### src/hw/rtl/nmea_chk_pkg.sv
// ----------------------------------------------------------------------------
// NMEA sentence checker package
// Beat types, result codes, line phase and the hex digit decode shared by
// the checker core, its line datapath and its assertion checker.
// ----------------------------------------------------------------------------
package nmea_chk_pkg;

   localparam int TagWidth  = 48;
   localparam int TagChars  = 6;
   localparam int FillWidth = 3;
   localparam int CsrAddrW  = 4;
   localparam int CsrDataW  = 64;

   localparam logic [7:0] STAR_CHAR = 8'h2a;

   localparam logic [TagWidth-1:0] FIRST_TAG_RESET  = 48'h2447_5047_4741; // $GPGGA
   localparam logic [TagWidth-1:0] SECOND_TAG_RESET = 48'h2447_5052_4d43; // $GPRMC

   // register index, taken from paddr[3]
   localparam logic REG_FIRST_TAG  = 1'b0;
   localparam logic REG_SECOND_TAG = 1'b1;

   localparam logic [1:0] KIND_UNKNOWN    = 2'd0;
   localparam logic [1:0] KIND_FIRST_TAG  = 2'd1;
   localparam logic [1:0] KIND_SECOND_TAG = 2'd2;
   localparam logic [1:0] KIND_CSUM_ERR   = 2'd3;

   typedef enum logic [1:0] {
      PHASE_FIRST = 2'd0,
      PHASE_SUM   = 2'd1,
      PHASE_HEX   = 2'd2
   } phase_type;

   typedef struct packed {
      logic [7:0] char_in;
      logic       line_end;
   } req_type;

   typedef struct packed {
      logic [1:0] kind;
      logic [7:0] computed_sum;
      logic [7:0] received_sum;
   } rsp_type;

   // bit 4 set: not a hex digit
   function automatic logic [4:0] hex_digit(input logic [7:0] c);
      logic [4:0] d;
      d = 5'h10;
      if (c >= 8'h30 && c <= 8'h39) begin
         d = {1'b0, c[3:0]};
      end else if ((c >= 8'h61 && c <= 8'h66) || (c >= 8'h41 && c <= 8'h46)) begin
         d = {1'b0, c[3:0] + 4'd9};
      end
      return d;
   endfunction

endpackage

### src/hw/rtl/nmea_chk_line.sv
// ----------------------------------------------------------------------------
// NMEA line datapath
// Per-line state: running XOR, hex sum after the star, tag window and tag
// flags. Gives the result for the current beat and clears at line end.
// ----------------------------------------------------------------------------
module nmea_chk_line (
   input  logic                                  clock,
   input  logic                                  reset,
   input  logic                                  beat_en,
   input  nmea_chk_pkg::req_type                 req,
   input  logic [nmea_chk_pkg::TagWidth-1:0]     first_tag,
   input  logic [nmea_chk_pkg::TagWidth-1:0]     second_tag,
   output nmea_chk_pkg::rsp_type                 result
);
   import nmea_chk_pkg::*;

   phase_type               phase_ff, phase_in;
   logic [7:0]              xor_ff, xor_in;
   logic [7:0]              hex_ff, hex_in;
   logic                    run_ff, run_in;
   logic [TagWidth-1:0]     win_ff, win_in;
   logic [FillWidth-1:0]    fill_ff, fill_in;
   logic                    seen1_ff, seen1_in;
   logic                    seen2_ff, seen2_in;
   logic [4:0]              digit;
   logic                    full;
   logic                    csum_ok;

   assign digit = hex_digit(req.char_in);

   always_comb begin
      phase_in = phase_ff;
      xor_in   = xor_ff;
      hex_in   = hex_ff;
      run_in   = run_ff;
      unique case (phase_ff)
         PHASE_FIRST: begin
            phase_in = PHASE_SUM;
         end
         PHASE_SUM: begin
            if (req.char_in == STAR_CHAR) begin
               phase_in = PHASE_HEX;
            end else begin
               xor_in = xor_ff ^ req.char_in;
            end
         end
         PHASE_HEX: begin
            if (run_ff) begin
               if (!digit[4]) begin
                  hex_in = {hex_ff[3:0], digit[3:0]};
               end else begin
                  run_in = 1'b0;
               end
            end
         end
         default: begin
            phase_in = PHASE_FIRST;
         end
      endcase
   end

   // tag window: newest character in the low byte
   always_comb begin
      win_in   = {win_ff[TagWidth-9:0], req.char_in};
      fill_in  = (fill_ff == FillWidth'(TagChars)) ? fill_ff : fill_ff + 1'b1;
      full     = (fill_in == FillWidth'(TagChars));
      seen1_in = seen1_ff | (full && (win_in == first_tag));
      seen2_in = seen2_ff | (full && (win_in == second_tag));
   end

   always_comb begin
      csum_ok             = (phase_in == PHASE_HEX) && (xor_in == hex_in);
      result.computed_sum = xor_in;
      result.received_sum = (phase_in == PHASE_HEX) ? hex_in : 8'h00;
      if (!csum_ok) begin
         result.kind = KIND_CSUM_ERR;
      end else if (seen1_in) begin
         result.kind = KIND_FIRST_TAG;
      end else if (seen2_in) begin
         result.kind = KIND_SECOND_TAG;
      end else begin
         result.kind = KIND_UNKNOWN;
      end
   end

   always_ff @(posedge clock) begin
      if (reset || (beat_en && req.line_end)) begin
         phase_ff <= PHASE_FIRST;
         xor_ff   <= '0;
         hex_ff   <= '0;
         run_ff   <= 1'b1;
         win_ff   <= '0;
         fill_ff  <= '0;
         seen1_ff <= 1'b0;
         seen2_ff <= 1'b0;
      end else if (beat_en) begin
         phase_ff <= phase_in;
         xor_ff   <= xor_in;
         hex_ff   <= hex_in;
         run_ff   <= run_in;
         win_ff   <= win_in;
         fill_ff  <= fill_in;
         seen1_ff <= seen1_in;
         seen2_ff <= seen2_in;
      end
   end

endmodule

### src/hw/rtl/nmea_sentence_checker_core.sv
// ----------------------------------------------------------------------------
// NMEA sentence checker core
// Checks the XOR checksum of NMEA 0183 sentences and spots two tags.
// ----------------------------------------------------------------------------
// Usage:
//   req_* carries one character a beat; line_end marks the line's last one.
//   The first character is skipped, the rest up to the first '*' are XORed,
//   hex digits after the star form the received sum.
//   rsp_* gives one result beat per line: kind (unknown, first tag, second
//   tag or checksum error) with both sums.
//   The APB port holds the two 48-bit tags at byte addresses 0 and 8.
// Timing:
//   One character a cycle. The result is registered and shows in the cycle
//   after the line's last character is taken.
//   While a result sits unaccepted and rsp_ready is low, req_ready drops;
//   otherwise characters are taken every cycle, including the cycle that
//   hands over a result.
// Reset:
//   Clears the line state and the result valid flag and restores the default
//   tags $GPGGA and $GPRMC.
// ----------------------------------------------------------------------------
module nmea_sentence_checker_core (
   input  logic                                 clock,
   input  logic                                 reset,
   input  logic                                 req_valid,
   output logic                                 req_ready,
   input  nmea_chk_pkg::req_type                req_data,
   output logic                                 rsp_valid,
   input  logic                                 rsp_ready,
   output nmea_chk_pkg::rsp_type                rsp_data,
   input  logic                                 psel,
   input  logic                                 penable,
   input  logic                                 pwrite,
   input  logic [nmea_chk_pkg::CsrAddrW-1:0]    paddr,
   input  logic [nmea_chk_pkg::CsrDataW-1:0]    pwdata,
   output logic [nmea_chk_pkg::CsrDataW-1:0]    prdata,
   output logic                                 pready
);
   import nmea_chk_pkg::*;

   logic [TagWidth-1:0] first_tag_ff;
   logic [TagWidth-1:0] second_tag_ff;
   logic                rsp_valid_ff, rsp_valid_in;
   rsp_type             rsp_ff;
   rsp_type             line_result;
   logic                beat_en;
   logic                csr_wr;
   logic                reg_sel;

   assign pready  = 1'b1;
   assign reg_sel = paddr[3];
   assign csr_wr  = psel && penable && pwrite && pready;

   always_ff @(posedge clock) begin
      if (reset) begin
         first_tag_ff  <= FIRST_TAG_RESET;
         second_tag_ff <= SECOND_TAG_RESET;
      end else if (csr_wr) begin
         unique case (reg_sel)
            REG_FIRST_TAG:  first_tag_ff  <= pwdata[TagWidth-1:0];
            REG_SECOND_TAG: second_tag_ff <= pwdata[TagWidth-1:0];
            default: ;
         endcase
      end
   end

   always_comb begin
      unique case (reg_sel)
         REG_FIRST_TAG:  prdata = CsrDataW'(first_tag_ff);
         REG_SECOND_TAG: prdata = CsrDataW'(second_tag_ff);
         default:        prdata = '0;
      endcase
   end

   assign req_ready = !rsp_valid_ff || rsp_ready;
   assign beat_en   = req_valid && req_ready;

   nmea_chk_line u_line (
      .clock      (clock),
      .reset      (reset),
      .beat_en    (beat_en),
      .req        (req_data),
      .first_tag  (first_tag_ff),
      .second_tag (second_tag_ff),
      .result     (line_result)
   );

   always_comb begin
      rsp_valid_in = rsp_valid_ff && !rsp_ready;
      if (beat_en && req_data.line_end) begin
         rsp_valid_in = 1'b1;
      end
   end

   always_ff @(posedge clock) begin
      if (reset) begin
         rsp_valid_ff <= 1'b0;
      end else begin
         rsp_valid_ff <= rsp_valid_in;
      end
   end

   always_ff @(posedge clock) begin
      if (beat_en && req_data.line_end) begin
         rsp_ff <= line_result;
      end
   end

   assign rsp_valid = rsp_valid_ff;
   assign rsp_data  = rsp_ff;

endmodule

### config.mk
export PLATFORM = sky130hd
export DESIGN_NAME = nmea_sentence_checker_core
export DESIGN_NICKNAME = d
export VERILOG_FILES = /design/src/hw/rtl/nmea_chk_pkg.sv /design/src/hw/rtl/nmea_chk_line.sv /design/src/hw/rtl/nmea_sentence_checker_core.sv
export SDC_FILE = /design/constraint.sdc
export NUM_CORES = 1
export LEC_CHECK = 0
export BUFFER_PORTS_ARGS = -buffer_cell sky130_fd_sc_hd__buf_4
export CAP_MARGIN = 20
export CELL_PAD_IN_SITES_DETAIL_PLACEMENT = 0
export CELL_PAD_IN_SITES_GLOBAL_PLACEMENT = 1
export CORE_UTILIZATION = 44
export CTS_CLUSTER_DIAMETER = 30
export CTS_CLUSTER_SIZE = 10
export DETAILED_ROUTE_END_ITERATION = 16
export GPL_TIMING_DRIVEN = 0
export PLACE_DENSITY_LB_ADDON = 0.1
export REMOVE_ABC_BUFFERS = 1
export SKIP_CTS_REPAIR_TIMING = 1
export SYNTH_ARGS = -nofsm -noshare
export SYNTH_HDL_FRONTEND = slang
export SYNTH_SLANG_ARGS = --single-unit
### constraint.sdc
create_clock -name clock -period 8 [get_ports clock]
set_input_delay 1.6 -clock clock [delete_from_list [all_inputs] [get_ports clock]]
set_output_delay 1.6 -clock clock [all_outputs]
set_load 0.01 [all_outputs]
==> run_results.csv <==
group,metric,value,unit
floorplanning,start_util,45.0,%
status,status,"complete, no violations",
sta,maxSlewViolCount,0,
clock_tree,clock_sinks,179,
sta,hold_viol_final,0,
floorplanning,coreArea,19500,µm²
placed_design,placed_cells,1379,
synthesis,synth_edf_count,18,
synthesis,yosys.area.top_type,"dfxtp_1",
hold_path,hold_class,"flip-flop to flip-flop",
layout,syn2layout_area_growth,20.4,%
critical_path,critPathMaxStageDelay,600,ps
synthesis,synth_flop_cell,"dfxtp_1",
synthesis,synth-async-reset-ratio,0,%
sta,final.setup.tns,0,ps
critical_path,required,6400,ps
drt,detail-route-antenna-nets,0,
global_route,grt_usage,23.7,%
synthesis,synth_area_per_cell,8.41,µm²
global_route,grt_pass1_wl,36500,µm
placed_design,routabilityCongestion,0.787,
floorplanning,die_h,143,µm
floorplanning,row_count,51,
layout,fin_nets,1223,
power,vdd_drop_max,0.000127,V
sta,min_period,4430,ps
drt,viasPerCell,5.05,
critical_path,path_class,"input pin to output port",
critical_path,crit_path_start_kind,"input pin",
drt,drt-total-wl,23500,µm
critical_path,end_kind,"output port",
sta,clock.fmax,226,MHz
drt,drtIter0Drc,427,
layout,n_antenna_cell,0,
synthesis,synth_warnings,0,
critical_path,cp_slowest_cell,"buf_4",
sta,min_period_over_period,55.3,%
clock_tree,cts_made_buffers,17,
synthesis,synthesis.area,8750,µm²
power,power.density,193,nW/µm²
critical_path,cp_common_cell,"buf_4",
sta,max_slew_margin,32.9,%
global_route,grt_max_degree,99,
layout,fin_cells,1411,
power,power.leakage,0.00430,µW
sta,finalSetupViolCount,0,
floorplanning,die_w,143,µm
clock_tree,cts_tree,"yes",
global_route,overflow,0,
clock_tree,path_clk_slew,60,ps
drt,vias,7120,
critical_path,worst-path-max-fanout,51,
synthesis,ys_seq_elements,179,
synthesis,ys_types,51,
global_route,antenna_found_initial,0,
sta,rsz0062_at_grt,"no",
clock_tree,cts_root_buffer,"clkbuf_16",
layout,fillers,1905,
clock_tree,clk_path_buf_depth,2,
drt,drc,0,
floorplanning,die_area,20500,µm²
drt,drtPass1Iterations,5,
synthesis,yosys-top-cells-area,"dfxtp_1, nand2_1, xor2_1",
clock_tree,htreeDepth,4,
critical_path,cp_num_buf_inv,2,
critical_path,critical_path.cell_chain,"buf_4, mux2_2, buf_4",
placed_design,dp_hpwl,16300,µm
synthesis,ys_seq_area_share,43.0,%
floorplanning,io_pins,169,
synthesis,synth_cells,1040,
clock_tree,clkLatencyLatePin,430,ps
drt,routedWlPerCell,16.7,µm
global_route,first_global_vias,6732,
layout,drive_gt1_share,19.8,%
sta,clock_skew,7.92,ps
synthesis,synth_top_area_share,36.8,%
critical_path,cp.arrival,2830,ps
critical_path,crit_family,"buffers and inverters",
sta,tightest_slew,1010,ps
flow_run,cap_violations,0,
placed_design,port_buffers,132,
power by group:
| group | internal, µW | switching [µW] | leakage, µW |
|---|---|---|---|
| Sequential | 929 | 21.1 | 0.00147 |
| Combinational | 93.4 | 121 | 0.00254 |
| Clock | 522 | 348 | 0.000286 |
per-layer routing:
layer / track usage, % / routed length (µm)
met1: 31.1 / 11000
met2: 39.8 / 11400
met3: 4.23 / 886
met4: 6.23 / 254
met5: 0 / 0
cell families (layout without fill, tap and decap cells):
| kind of cell | count (synthesis) | in the layout | share of synthesized area [%] |
|---|---|---|---|
| simple gates | 434 | 434 | 22.4 |
| compound gates | 142 | 142 | 8.81 |
| mux | 59 | 59 | 7.62 |
| xor+xnor | 120 | 120 | 12.0 |
| other cells | 2 | 17 | 0.0858 |
| buf+inv | 98 | 189 | 5.16 |
| flops | 179 | 179 | 43.0 |
| fa+ha+maj | 6 | 6 | 0.858 |
cells in the mapped netlist (all sizes together) (2+ instances only):
library cell  instances
edfxtp               18
mux2i                 8
a21o                  3
xnor2                41
xor2                 79
buf                  28
a21oi               114
a31oi                 3
conb                  2
nor3                  3
nor2b                 2
nor2                 41
nand3b               39
and3                  2
and2                  2
dfxtp               161
o211ai                2
nand4                16
o21a                  2
nor4                 19
clkbuf               54
ha                    6
o21ai                 6
mux2                 51
inv                  16
o2bb2ai               2
nand2               295
a211oi                3
nand3                 4
nand2b                4
final timing paths:
kind | depth (start not counted) | from | end | slack, ps
hold / removal | 1 | u_line.run_ff$_SDFFE_PP1P_ | u_line.run_ff$_SDFFE_PP1P_ | 460
hold reg to reg | 1 | u_line.run_ff$_SDFFE_PP1P_ | u_line.run_ff$_SDFFE_PP1P_ | 460
setup reg to reg | 6 | u_line.phase_ff[0]$_SDFFE_PP0P_ | rsp_data[17]$_SDFFCE_PN1P_ | 5300
setup / recovery | 3 | paddr[3] | prdata[28] | 3570
flip-flops by register name, indices dropped and copies added (netlist names):
register / cells
u_line.fill_ff: 3
u_line.seen2_ff: 1
u_line.win_ff: 40
second_tag_ff: 48
u_line.seen1_ff: 1
u_line.hex_ff: 8
u_line.run_ff: 1
rsp_valid: 1
rsp_data: 18
first_tag_ff: 48
u_line.xor_ff: 8
u_line.phase_ff: 2
layout make-up:
type / instances / area, µm² / share of cell area, %
flip-flops and latches: 179 / 3760 / 35.7
clock inverters: 10 / 158 / 1.50
inverters: 16 / 60.1 / 0.570
multi-input cells: 778 / 4610 / 43.8
clock buffers: 22 / 444 / 4.21
well taps: 265 / 332 / 3.15
repair buffers: 141 / 1170 / 11.1
stage by stage:
stage               power (µW)  area (µm²)  hold WS [ps]  setup WS, ps  util, %
floorplan                 1070        8420           427          3240        -
global placement          1180        9740           436          1540     50.0
detailed placement        1190        9940           445          3360     51.1
CTS                       2050       10500           461          3580     54.1
global route              2110       10500           487          3540     54.1
finish                    2030       10500           458          3570     54.1
worst register-to-register path: cells and delay by family, from the launching register on:
family          cells  cell delay, ps
mux                 1             420
compound gates      2            1030
flops               1             420
simple gates        3             560
cells in the final DEF, fill, tap and decap left out, types with 6 or more instances in the layout:
master,n
ha_1,6
edfxtp_1,18
xor2_1,79
mux2_2,49
inv_1,16
nand2_1,294
buf_4,132
clkbuf_16,17
nor2_1,39
dfxtp_1,161
buf_12,6
nand3b_1,39
a21oi_1,114
conb_1,17
nand4_1,16
mux2i_1,7
nor4_1,18
xnor2_1,41
Power figures use the tool's default switching activity.
